`config.mk`:
```
export PLATFORM = sky130hd
export DESIGN_NAME = best_parent_neighbor_table
export DESIGN_NICKNAME = d
export VERILOG_FILES = /design/src/rtl/core/bpnt_pkg.sv /design/src/rtl/core/best_parent_neighbor_table.sv
export SDC_FILE = /design/constraint.sdc
export NUM_CORES = 2
export LEC_CHECK = 0
export ABC_AREA = 0
export BUFFER_PORTS_ARGS = -buffer_cell sky130_fd_sc_hd__clkbuf_2
export CORE_UTILIZATION = 50
export DETAILED_ROUTE_END_ITERATION = 12
export GPL_TIMING_DRIVEN = 0
export PLACE_DENSITY = 0.66
export SYNTH_ARGS = -nofsm -noshare
export SYNTH_HDL_FRONTEND = slang
export SYNTH_SLANG_ARGS = --single-unit
```
`constraint.sdc`:
```
create_clock -name clock -period 9.6 [get_ports clock]
set_input_delay 0.96 -clock clock [delete_from_list [all_inputs] [get_ports clock]]
set_output_delay 0.96 -clock clock [all_outputs]
set_load 0.02 [all_outputs]
```
`src/rtl/core/bpnt_pkg.sv`:
```
`default_nettype none
package bpnt_pkg;

   // table geometry
   localparam int TABLE_DEPTH = 32;
   localparam int IDX_WIDTH   = $clog2(TABLE_DEPTH);
   localparam int COUNT_WIDTH = $clog2(TABLE_DEPTH + 1);
   localparam logic [IDX_WIDTH-1:0] IDX_LAST = IDX_WIDTH'(TABLE_DEPTH - 1);

   // field widths
   localparam int ADDR_WIDTH   = 16;
   localparam int METRIC_WIDTH = 16;
   localparam int RSSI_WIDTH   = 8;
   localparam int CSR_INDEX_WIDTH = 2;
   localparam int CSR_DATA_WIDTH  = 16;

   // transaction kinds
   localparam logic KIND_BEACON = 1'b0;
   localparam logic KIND_TICK   = 1'b1;

   // register indexes
   localparam logic [CSR_INDEX_WIDTH-1:0] CSR_IS_ROOT            = 2'd0;
   localparam logic [CSR_INDEX_WIDTH-1:0] CSR_LOST_THRESHOLD     = 2'd1;
   localparam logic [CSR_INDEX_WIDTH-1:0] CSR_UNREACHABLE_METRIC = 2'd2;

   // reset values and saturation bounds
   localparam logic signed [METRIC_WIDTH-1:0] LOST_THRESHOLD_RESET     = -16'sd400;
   localparam logic signed [METRIC_WIDTH-1:0] UNREACHABLE_METRIC_RESET = -16'sd999;
   localparam logic signed [METRIC_WIDTH-1:0] METRIC_MAX = 16'sh7fff;
   localparam logic signed [METRIC_WIDTH-1:0] METRIC_MIN = -16'sh8000;

   typedef enum logic [2:0] {
      ST_IDLE,
      ST_MATCH,
      ST_WRITE,
      ST_SELECT,
      ST_COMMIT,
      ST_RESPOND
   } state_type;

   // saturate the 17-bit sum of path metric and link RSSI
   function automatic logic signed [METRIC_WIDTH-1:0] sat_metric(
      input logic signed [METRIC_WIDTH:0] sum
   );
      logic signed [METRIC_WIDTH-1:0] res;
      if (sum[METRIC_WIDTH] == sum[METRIC_WIDTH-1]) begin
         res = sum[METRIC_WIDTH-1:0];
      end else if (sum[METRIC_WIDTH]) begin
         res = METRIC_MIN;
      end else begin
         res = METRIC_MAX;
      end
      return res;
   endfunction

endpackage
`default_nettype wire

```
`src/rtl/core/best_parent_neighbor_table.sv`:
```
`default_nettype none
// Channel  | Ports                                            | Handshake
// ---------+--------------------------------------------------+--------------------------------
// request  | req_kind, req_neighbor_addr, req_path_metric,    | taken when start & !busy
//          | req_link_rssi                                    |
// response | rsp_parent_addr, rsp_node_metric,                | rsp_strobe, one cycle, no stall
//          | rsp_parent_changed, rsp_send_allowed,            |
//          | rsp_insert_dropped, rsp_entry_count              |
// csr      | csr_write_enable, csr_index, csr_write_data      | written on any enabled edge
//
// A beacon makes one compare unit walk the table once to find a match or a free slot,
// and again to pick the best metric. An aging tick walks the table once to find the
// oldest entry; a beacon in root mode goes straight to the response. busy is high from the
// accepting edge until the response strobe has gone. Reset is synchronous and clears the
// valid bits, the entry count and the chosen parent; the response cannot be held off.
module best_parent_neighbor_table (
   input  wire logic                                     clock,
   input  wire logic                                     reset,
   input  wire logic                                     start,
   output logic                                          busy,
   input  wire logic                                     req_kind,
   input  wire logic [bpnt_pkg::ADDR_WIDTH-1:0]          req_neighbor_addr,
   input  wire logic signed [bpnt_pkg::METRIC_WIDTH-1:0] req_path_metric,
   input  wire logic signed [bpnt_pkg::RSSI_WIDTH-1:0]   req_link_rssi,
   output logic                                          rsp_strobe,
   output logic [bpnt_pkg::ADDR_WIDTH-1:0]               rsp_parent_addr,
   output logic signed [bpnt_pkg::METRIC_WIDTH-1:0]      rsp_node_metric,
   output logic                                          rsp_parent_changed,
   output logic                                          rsp_send_allowed,
   output logic                                          rsp_insert_dropped,
   output logic [bpnt_pkg::COUNT_WIDTH-1:0]              rsp_entry_count,
   input  wire logic                                     csr_write_enable,
   input  wire logic [bpnt_pkg::CSR_INDEX_WIDTH-1:0]     csr_index,
   input  wire logic [bpnt_pkg::CSR_DATA_WIDTH-1:0]      csr_write_data
);

   // configuration
   logic                                          is_root_ff;
   logic signed [bpnt_pkg::METRIC_WIDTH-1:0]      lost_threshold_ff;
   logic signed [bpnt_pkg::METRIC_WIDTH-1:0]      unreachable_metric_ff;

   // neighbour table
   logic [bpnt_pkg::TABLE_DEPTH-1:0]              entry_valid_ff;
   logic [bpnt_pkg::ADDR_WIDTH-1:0]               entry_addr_ff   [bpnt_pkg::TABLE_DEPTH];
   logic signed [bpnt_pkg::METRIC_WIDTH-1:0]      entry_metric_ff [bpnt_pkg::TABLE_DEPTH];
   logic [bpnt_pkg::IDX_WIDTH-1:0]                entry_rank_ff   [bpnt_pkg::TABLE_DEPTH];
   logic [bpnt_pkg::COUNT_WIDTH-1:0]              count_ff, count_in;

   // chosen parent
   logic [bpnt_pkg::ADDR_WIDTH-1:0]               chosen_parent_ff, chosen_parent_in;
   logic signed [bpnt_pkg::METRIC_WIDTH-1:0]      chosen_metric_ff, chosen_metric_in;
   logic                                          parent_known_ff, parent_known_in;

   // sequencer
   bpnt_pkg::state_type                           state_ff, state_in;
   logic [bpnt_pkg::IDX_WIDTH-1:0]                idx_ff, idx_in;
   logic                                          kind_ff, kind_in;
   logic [bpnt_pkg::ADDR_WIDTH-1:0]               addr_ff, addr_in;
   logic signed [bpnt_pkg::METRIC_WIDTH-1:0]      metric_ff, metric_in;
   logic                                          found_ff, found_in;
   logic [bpnt_pkg::IDX_WIDTH-1:0]                found_idx_ff, found_idx_in;
   logic                                          free_ff, free_in;
   logic [bpnt_pkg::IDX_WIDTH-1:0]                free_idx_ff, free_idx_in;
   logic                                          have_ff, have_in;
   logic [bpnt_pkg::ADDR_WIDTH-1:0]               best_addr_ff, best_addr_in;
   logic signed [bpnt_pkg::METRIC_WIDTH-1:0]      best_metric_ff, best_metric_in;
   logic [bpnt_pkg::IDX_WIDTH-1:0]                best_rank_ff, best_rank_in;
   logic                                          changed_ff, changed_in;
   logic                                          dropped_ff, dropped_in;

   // table write strobes
   logic                                          upd_en, ins_en, clr_en;

   // entry under the compare unit
   logic                                          cur_valid;
   logic [bpnt_pkg::ADDR_WIDTH-1:0]               cur_addr;
   logic signed [bpnt_pkg::METRIC_WIDTH-1:0]      cur_metric;
   logic [bpnt_pkg::IDX_WIDTH-1:0]                cur_rank;
   logic [bpnt_pkg::IDX_WIDTH-1:0]                oldest_rank;
   logic                                          accept;
   logic signed [bpnt_pkg::METRIC_WIDTH:0]        req_sum;

   assign accept      = start && !busy;
   assign cur_valid   = entry_valid_ff[idx_ff];
   assign cur_addr    = entry_addr_ff[idx_ff];
   assign cur_metric  = entry_metric_ff[idx_ff];
   assign cur_rank    = entry_rank_ff[idx_ff];
   assign oldest_rank = bpnt_pkg::IDX_WIDTH'(count_ff - 1'b1);
   assign req_sum     = {req_path_metric[bpnt_pkg::METRIC_WIDTH-1], req_path_metric}
                        + {{(bpnt_pkg::METRIC_WIDTH - bpnt_pkg::RSSI_WIDTH + 1)
                             {req_link_rssi[bpnt_pkg::RSSI_WIDTH-1]}}, req_link_rssi};

   // next state and table strobes
   always_comb begin
      state_in         = state_ff;
      idx_in           = idx_ff;
      kind_in          = kind_ff;
      addr_in          = addr_ff;
      metric_in        = metric_ff;
      found_in         = found_ff;
      found_idx_in     = found_idx_ff;
      free_in          = free_ff;
      free_idx_in      = free_idx_ff;
      have_in          = have_ff;
      best_addr_in     = best_addr_ff;
      best_metric_in   = best_metric_ff;
      best_rank_in     = best_rank_ff;
      changed_in       = changed_ff;
      dropped_in       = dropped_ff;
      count_in         = count_ff;
      chosen_parent_in = chosen_parent_ff;
      chosen_metric_in = chosen_metric_ff;
      parent_known_in  = parent_known_ff;
      upd_en           = 1'b0;
      ins_en           = 1'b0;
      clr_en           = 1'b0;

      case (state_ff)
         bpnt_pkg::ST_IDLE: begin
            if (accept) begin
               kind_in    = req_kind;
               addr_in    = req_neighbor_addr;
               metric_in  = bpnt_pkg::sat_metric(req_sum);
               idx_in     = '0;
               found_in   = 1'b0;
               free_in    = 1'b0;
               have_in    = 1'b0;
               changed_in = 1'b0;
               dropped_in = 1'b0;
               // root ignores beacons outright
               if (req_kind == bpnt_pkg::KIND_BEACON && is_root_ff) begin
                  state_in = bpnt_pkg::ST_RESPOND;
               end else begin
                  state_in = bpnt_pkg::ST_MATCH;
               end
            end
         end
         bpnt_pkg::ST_MATCH: begin
            // look for the matching (or oldest) entry and the first free slot
            if (cur_valid && !found_ff) begin
               if ((kind_ff == bpnt_pkg::KIND_TICK && cur_rank == oldest_rank) ||
                   (kind_ff == bpnt_pkg::KIND_BEACON && cur_addr == addr_ff)) begin
                  found_in     = 1'b1;
                  found_idx_in = idx_ff;
               end
            end
            if (!cur_valid && !free_ff) begin
               free_in     = 1'b1;
               free_idx_in = idx_ff;
            end
            idx_in = idx_ff + 1'b1;
            if (idx_ff == bpnt_pkg::IDX_LAST) begin
               state_in = bpnt_pkg::ST_WRITE;
            end
         end
         bpnt_pkg::ST_WRITE: begin
            idx_in = '0;
            if (kind_ff == bpnt_pkg::KIND_TICK) begin
               // drop the oldest entry only when more than one is held
               if (count_ff > bpnt_pkg::COUNT_WIDTH'(1) && found_ff) begin
                  clr_en   = 1'b1;
                  count_in = count_ff - 1'b1;
               end
               state_in = bpnt_pkg::ST_RESPOND;
            end else begin
               if (found_ff) begin
                  upd_en = 1'b1;
               end else if (free_ff) begin
                  ins_en   = 1'b1;
                  count_in = count_ff + 1'b1;
               end else begin
                  dropped_in = 1'b1;
               end
               state_in = bpnt_pkg::ST_SELECT;
            end
         end
         bpnt_pkg::ST_SELECT: begin
            // greatest metric wins, newest entry on a tie
            if (cur_valid && (!have_ff || cur_metric > best_metric_ff ||
                              (cur_metric == best_metric_ff && cur_rank < best_rank_ff))) begin
               have_in        = 1'b1;
               best_addr_in   = cur_addr;
               best_metric_in = cur_metric;
               best_rank_in   = cur_rank;
            end
            idx_in = idx_ff + 1'b1;
            if (idx_ff == bpnt_pkg::IDX_LAST) begin
               state_in = bpnt_pkg::ST_COMMIT;
            end
         end
         bpnt_pkg::ST_COMMIT: begin
            if (have_ff) begin
               changed_in       = !parent_known_ff || best_addr_ff != chosen_parent_ff;
               chosen_parent_in = best_addr_ff;
               chosen_metric_in = best_metric_ff;
               parent_known_in  = 1'b1;
            end
            state_in = bpnt_pkg::ST_RESPOND;
         end
         bpnt_pkg::ST_RESPOND: begin
            state_in = bpnt_pkg::ST_IDLE;
         end
         default: begin
            state_in = bpnt_pkg::ST_IDLE;
         end
      endcase
   end

   // control registers
   always_ff @(posedge clock) begin
      if (reset) begin
         state_ff              <= bpnt_pkg::ST_IDLE;
         entry_valid_ff        <= '0;
         count_ff              <= '0;
         chosen_parent_ff      <= '0;
         chosen_metric_ff      <= bpnt_pkg::UNREACHABLE_METRIC_RESET;
         parent_known_ff       <= 1'b0;
         is_root_ff            <= 1'b0;
         lost_threshold_ff     <= bpnt_pkg::LOST_THRESHOLD_RESET;
         unreachable_metric_ff <= bpnt_pkg::UNREACHABLE_METRIC_RESET;
      end else begin
         state_ff         <= state_in;
         count_ff         <= count_in;
         chosen_parent_ff <= chosen_parent_in;
         chosen_metric_ff <= chosen_metric_in;
         parent_known_ff  <= parent_known_in;
         if (ins_en) begin
            entry_valid_ff[free_idx_ff] <= 1'b1;
         end
         if (clr_en) begin
            entry_valid_ff[found_idx_ff] <= 1'b0;
         end
         // take configuration writes
         if (csr_write_enable) begin
            case (csr_index)
               bpnt_pkg::CSR_IS_ROOT:            is_root_ff <= csr_write_data[0];
               bpnt_pkg::CSR_LOST_THRESHOLD:     lost_threshold_ff <= csr_write_data;
               bpnt_pkg::CSR_UNREACHABLE_METRIC: unreachable_metric_ff <= csr_write_data;
               default: ;
            endcase
         end
      end
   end

   // working registers, no reset needed
   always_ff @(posedge clock) begin
      idx_ff         <= idx_in;
      kind_ff        <= kind_in;
      addr_ff        <= addr_in;
      metric_ff      <= metric_in;
      found_ff       <= found_in;
      found_idx_ff   <= found_idx_in;
      free_ff        <= free_in;
      free_idx_ff    <= free_idx_in;
      have_ff        <= have_in;
      best_addr_ff   <= best_addr_in;
      best_metric_ff <= best_metric_in;
      best_rank_ff   <= best_rank_in;
      changed_ff     <= changed_in;
      dropped_ff     <= dropped_in;
   end

   // table payload: age every held entry on insert, then write the new one
   always_ff @(posedge clock) begin
      if (ins_en) begin
         for (int i = 0; i < bpnt_pkg::TABLE_DEPTH; i++) begin
            if (entry_valid_ff[i]) begin
               entry_rank_ff[i] <= entry_rank_ff[i] + 1'b1;
            end
         end
         entry_addr_ff[free_idx_ff]   <= addr_ff;
         entry_metric_ff[free_idx_ff] <= metric_ff;
         entry_rank_ff[free_idx_ff]   <= '0;
      end
      if (upd_en) begin
         entry_metric_ff[found_idx_ff] <= metric_ff;
      end
   end

   // response
   always_comb begin
      if (is_root_ff) begin
         rsp_node_metric = '0;
      end else if (parent_known_ff) begin
         rsp_node_metric = chosen_metric_ff;
      end else begin
         rsp_node_metric = unreachable_metric_ff;
      end
   end

   assign busy               = state_ff != bpnt_pkg::ST_IDLE;
   assign rsp_strobe         = state_ff == bpnt_pkg::ST_RESPOND;
   assign rsp_parent_addr    = chosen_parent_ff;
   assign rsp_parent_changed = changed_ff;
   assign rsp_send_allowed   = rsp_node_metric > lost_threshold_ff;
   assign rsp_insert_dropped = dropped_ff;
   assign rsp_entry_count    = count_ff;

endmodule
`default_nettype wire
```
* Yosys cells after proc, flatten, opt, wreduce, memory -nomap -nowiden
Memories as Yosys holds them, arrays and structs flattened. A register that Yosys moved wholly into a read port is not among the register bits. Cells that the tools add are included.
Storage, ports and cells: input bits 63, memories kept 3, register bits 197, RAM bits 1184, output and inout port bits 43, word-level logic and storage cells 305
Memory list:
- entry_addr_ff | depth 32, width 16, rd ports 1, clocked after Yosys merged registers in 1, write ports 1, RTL line best_parent_neighbor_table.sv:44 | logic [bpnt_pkg::ADDR_WIDTH-1:0] entry_addr_ff [bpnt_pkg::TABLE_DEPTH];
- entry_metric_ff | depth 32, width 16, rd ports 1, clocked after Yosys merged registers in 1, write ports 1, RTL line best_parent_neighbor_table.sv:45 | logic signed [bpnt_pkg::METRIC_WIDTH-1:0] entry_metric_ff [bpnt_pkg::TABLE_DEPTH];
- entry_rank_ff | depth 32, width 5, rd ports 33, clocked after Yosys merged registers in 1, write ports 33, RTL line best_parent_neighbor_table.sv:46 | logic [bpnt_pkg::IDX_WIDTH-1:0] entry_rank_ff [bpnt_pkg::TABLE_DEPTH];
Cells by class: eq/ne operators 26, reduce and logical (&&, ||, !) cells 48, multiplexer cells 155, bitwise logic cells 5, $lt $le $gt $ge 9, add/sub/neg operators 36
Operator list (count):
- 5-bit by 1-bit adder with 5-bit output (second input constant) | 33
- 1-bit 2-to-1 mux | 123
- 32-bit 2-to-1 mux | 3
- 16-bit 2-to-1 mux | 5
- 32-bit bitwise AND | 1
- 16-bit == test | 2
- 16-bit > comparator | 2
- 32-bit NOT | 1
- 32-bit OR | 1
- 5-bit 2-to-1 mux | 5
- 6-bit 2-to-1 mux | 4
- 2-bit != test (second input constant) | 12
- 5-bit by 6-bit less-than comparator with 1-bit output (second input constant) | 3
- 16-bit by 8-bit adder with 17-bit output | 1
- 16-bit != test | 1
- 2-bit AND reduction | 8
- 16-bit OR reduction | 1
- 3-bit 2-to-1 mux | 5
- 3-bit case mux with 5 select lines | 1
- 5-bit case mux with 3 select lines | 1
- 3-bit AND reduction | 5
- 1-bit logical AND | 11
- 1-bit demux with 5-bit select | 2
- 5-bit by 1-bit greater-or-equal comparator with 1-bit output (second input constant) | 2
- other kinds (25) | 46

* Depth between registers and ports, before layout
depth in word-level cells 9, mapped depth 22, depth with buffers taken out 14

* Worst setup path after synthesis
OpenSTA, ideal clock, no wires.
path kind reg-to-reg, from register with a tool-made name, to register best_addr_ff[0] in the netlist's numbering, enable pin, setup time 0.487 ns, data required time 9.113 ns, stages on the path, launching flop included 19, path buffers 8, setup slack 2.264 ns, arrival time 6.849 ns, clock period less this slack 7.336 ns, path through dfxtp_1 buf_6 buf_12 buf_6 buf_6 buf_4 buf_2 buf_2 buf_2 mux4_2 mux4_2 nand2_1 nand2_1 ha_1 nand4_1 or3_1 nor3_1 nand2b_1 o31ai_1
RTL lines:
- to (signal assigned) | RTL line best_parent_neighbor_table.sv:256 | best_addr_ff <= best_addr_in;
- to (decl) | RTL line best_parent_neighbor_table.sv:65 | logic [bpnt_pkg::ADDR_WIDTH-1:0] best_addr_ff, best_addr_in;

==> impl_metrics.py <==
metrics = {
    "yosys": {
        "syn-instance-count": 3537,
        "yosys-top-cells-area": "edfxtp_1 59%, mux4_2 11%, dfxtp_1 9.5%",
        "ys_warn_count": 0,
        "synth_top_area_share_pct": 58.5,
        "synth_cell_type_count": 74,
        "synth_area_per_cell_um2": 16.2,
        "syn-num-nets": 3690,
        "syn-cell-area_um2": 57100,
        "ys_seq_area_share_pct": 68.1,
        "postSynth.topFlopCell": "edfxtp_1",
        "synth_edf_count": 1114,
        "ys_seq_elements": 1386,
        "synthMostInstantiatedCell": "edfxtp_1",
        "synthTopCellsByCount": "1114 x edfxtp_1, 336 x nor2_1, 291 x mux4_2",
        "async_reset_ff_share_pct": 0,
        "yosysTopAreaCell": "edfxtp_1",
    },
    "worst_setup_path": {
        "r2r_setup_slack_ns": 2.38,
        "crit_type": "reg2reg",
        "cp-end-kind": "register",
        "crit_fanout": 20,
        "rr_worst_depth": 15,
        "cp-start-kind": "register",
        "crit_required_ns": 10.05,
        "crit_arrival_ns": 7.67,
        "timing.rr.end": "best_addr_ff[13]",
    },
    "routing": {
        "drtAntennaViolNets": 0,
        "vias": 33153,
        "wl_per_cell_um": 28.8,
        "drc": 0,
        "viasPerCell": 6.06,
        "wl_mm": 158,
        "drt_iter0_drc": 3646,
        "drt-pass1-iter-count": 6,
    },
    "power_and_ir_drop": {
        "ir_drop_uv": 202,
        "power.leakage_nw": 22.5,
        "power.total_mw": 13.8,
        "power.density_nw_per_um2": 209,
    },
    "global_routing": {
        "overflow": 0,
        "grt.total_usage_pct": 27.5,
        "grt_max_degree": 34,
        "antenna_found_initial": 3,
        "grt_pass1_wl_mm": 227,
        "grt_pass1_vias": 32573,
    },
    "cts": {
        "cts_buffers": 144,
        "max-clock-path-buffers": 3,
        "cts.sinks": 1386,
        "cts_setup_buffers": 0,
        "hold_buffers": 0,
        "clk_pin_slew_worst_paths_ns": 0.06,
        "clock_latency_ns": 0.77,
        "post_cts_resized": 0,
        "cts-root-buf": "clkbuf_16",
        "htree_levels": 4,
        "cts_tree": "built",
    },
    "status": {
        "outcome": "completed",
    },
    "die": {
        "die_area_um2": 116000,
        "die_x_um": 340,
        "die_h_um": 340,
        "initial_utilization_pct": 50.6,
        "core_um2": 113000,
        "io_pins": 106,
        "num_rows": 123,
    },
    "finish": {
        "regArea_um2": 38900,
        "nFillCells": 8557,
        "syn_to_final_growth_pct": 15.4,
        "nets": 4006,
        "multi_input_area_um2": 17500,
        "drive_gt1_share_pct": 21.3,
    },
    "timing": {
        "maxSlewHeadroom_pct": 10.2,
        "min_period_ns": 7.22,
        "tightest_slew_ns": 1.35,
        "setup_violations": 0,
        "hold_viol_final": 0,
        "fin_skew_ns": 0.0405,
        "tns_ns": 0,
        "clock.fmax_ghz": 0.138,
        "grt_setup_unrepaired": "no",
        "min_period_over_period_pct": 75.2,
        "finalMaxSlewViolations": 0,
    },
    "placed_design": {
        "dp_hpwl_mm": 110,
        "portBuffers": 105,
        "gp_congestion": 0.934,
    },
    "min_path": {
        "hp-class": "in2reg",
        "hold_start": "req_neighbor_addr[9]",
        "whs_endpoint": "addr_ff[9]",
        "min_path_cells": 1,
    },
    "run": {
        "maxCapViolations": 0,
    },
}
[layout make-up]
type                       instances  share of cell area [%]
sequential                      1386                    59.0
multi-input combinational       1905                    26.6
clock buffer                     175                    5.89
tap                             1500                    2.85
timing repair buffer             170                    2.71
clock inverter                    88                    1.38
buffer                           188                    1.30
inverter                          58                   0.330
antenna                            4                  0.0152
[metrics by stage]
step	instance area [um^2]	hold WS [ns]	setup slack (ns)	util (%)	instances
final	66000	0.379	2.38	58.4	5474
after global routing	66000	0.355	2.17	58.4	5471
after CTS	65900	0.333	2.43	58.4	5470
after detailed placement	61100	0.446	2.49	54.1	5207
after global placement	59500	0.445	-1.28	52.7	5142
after floorplan	57100	0.436	2.26	-	3537
[power by group]
group / switching, mW / leakage, nW / internal [mW]
Sequential: 0.130 / 12.2 / 6.58
Combinational: 0.846 / 7.89 / 0.543
Clock: 2.37 / 2.37 / 3.30
[routing by layer]
metal / part of all wire [%] / global-route usage [%]
met1: 40 / 37.5
met2: 48 / 43.8
met3: 7.5 / 4.05
met4: 4.7 / 12.7
met5: 0.0076 / 0
[worst max-delay path: stages, from the launching register on]
cell and delay [ns]:
dfxtp_1 0.31, clkbuf_1 0.65, buf_2 0.49, buf_1 0.90, clkbuf_1 0.94, clkbuf_1 0.68
mux4_2 0.41, nand2_1 0.21, nand2_1 0.21, ha_1 0.32, nand4_1 0.08, or3_1 0.42
nor3_1 0.49, nand2b_1 0.20, o31ai_4 0.31, buf_8 0.24
[kinds of logic after synthesis]
| logic type | after synthesis | share of synthesized area (%) |
|---|---|---|
| AND/OR/NAND/NOR | 853 | 6.79 |
| XOR/XNOR | 185 | 2.84 |
| AO/OA/AOI/OAI | 308 | 3.59 |
| buffers and inverters | 246 | 1.88 |
| adder cells (fa/ha/maj) | 90 | 1.98 |
| flip-flops | 1386 | 68.1 |
| multiplexers | 469 | 14.9 |
[cells in the final DEF, fill, tap and decap left out, types with 38 or more instances in the layout]
cell type | netlist | layout
dfxtp_1 | 272 | 272
clkbuf_1 | 120 | 140
edfxtp_1 | 1114 | 1114
xor2_1 | 115 | 115
buf_2 | 40 | 40
clkbuf_2 | 2 | 107
mux4_2 | 291 | 291
ha_1 | 89 | 89
inv_1 | 55 | 54
nor2_1 | 336 | 272
and3_1 | 39 | 39
nand4_1 | 78 | 78
nand3_1 | 38 | 38
o21ai_0 | 47 | 47
xnor2_1 | 70 | 70
nand2_1 | 248 | 248
mux2i_1 | 150 | 150
clkbuf_16 | 0 | 149
a21oi_1 | 77 | 77
[worst max-delay path by stage]
stage               startpoint          endpoint  slack, ns  cells after the start
finish                register  best_addr_ff[13]       2.38                     15
global route          register  best_addr_ff[13]       2.17                     22
CTS                   register  best_addr_ff[13]       2.43                     22
detailed placement    register   best_addr_ff[9]       2.49                     22
global placement      register   best_addr_ff[9]      -1.28                     17
floorplan             register   best_addr_ff[0]       2.26                     18
[registers in the layout, summed over array words and instances, names as in the netlist, 32 cells and up, named ones only]
register         cells
entry_rank_ff      160
entry_metric_ff    512
entry_addr_ff      512
entry_valid_ff      32
Note: power is estimated with default switching activity, not from simulation.
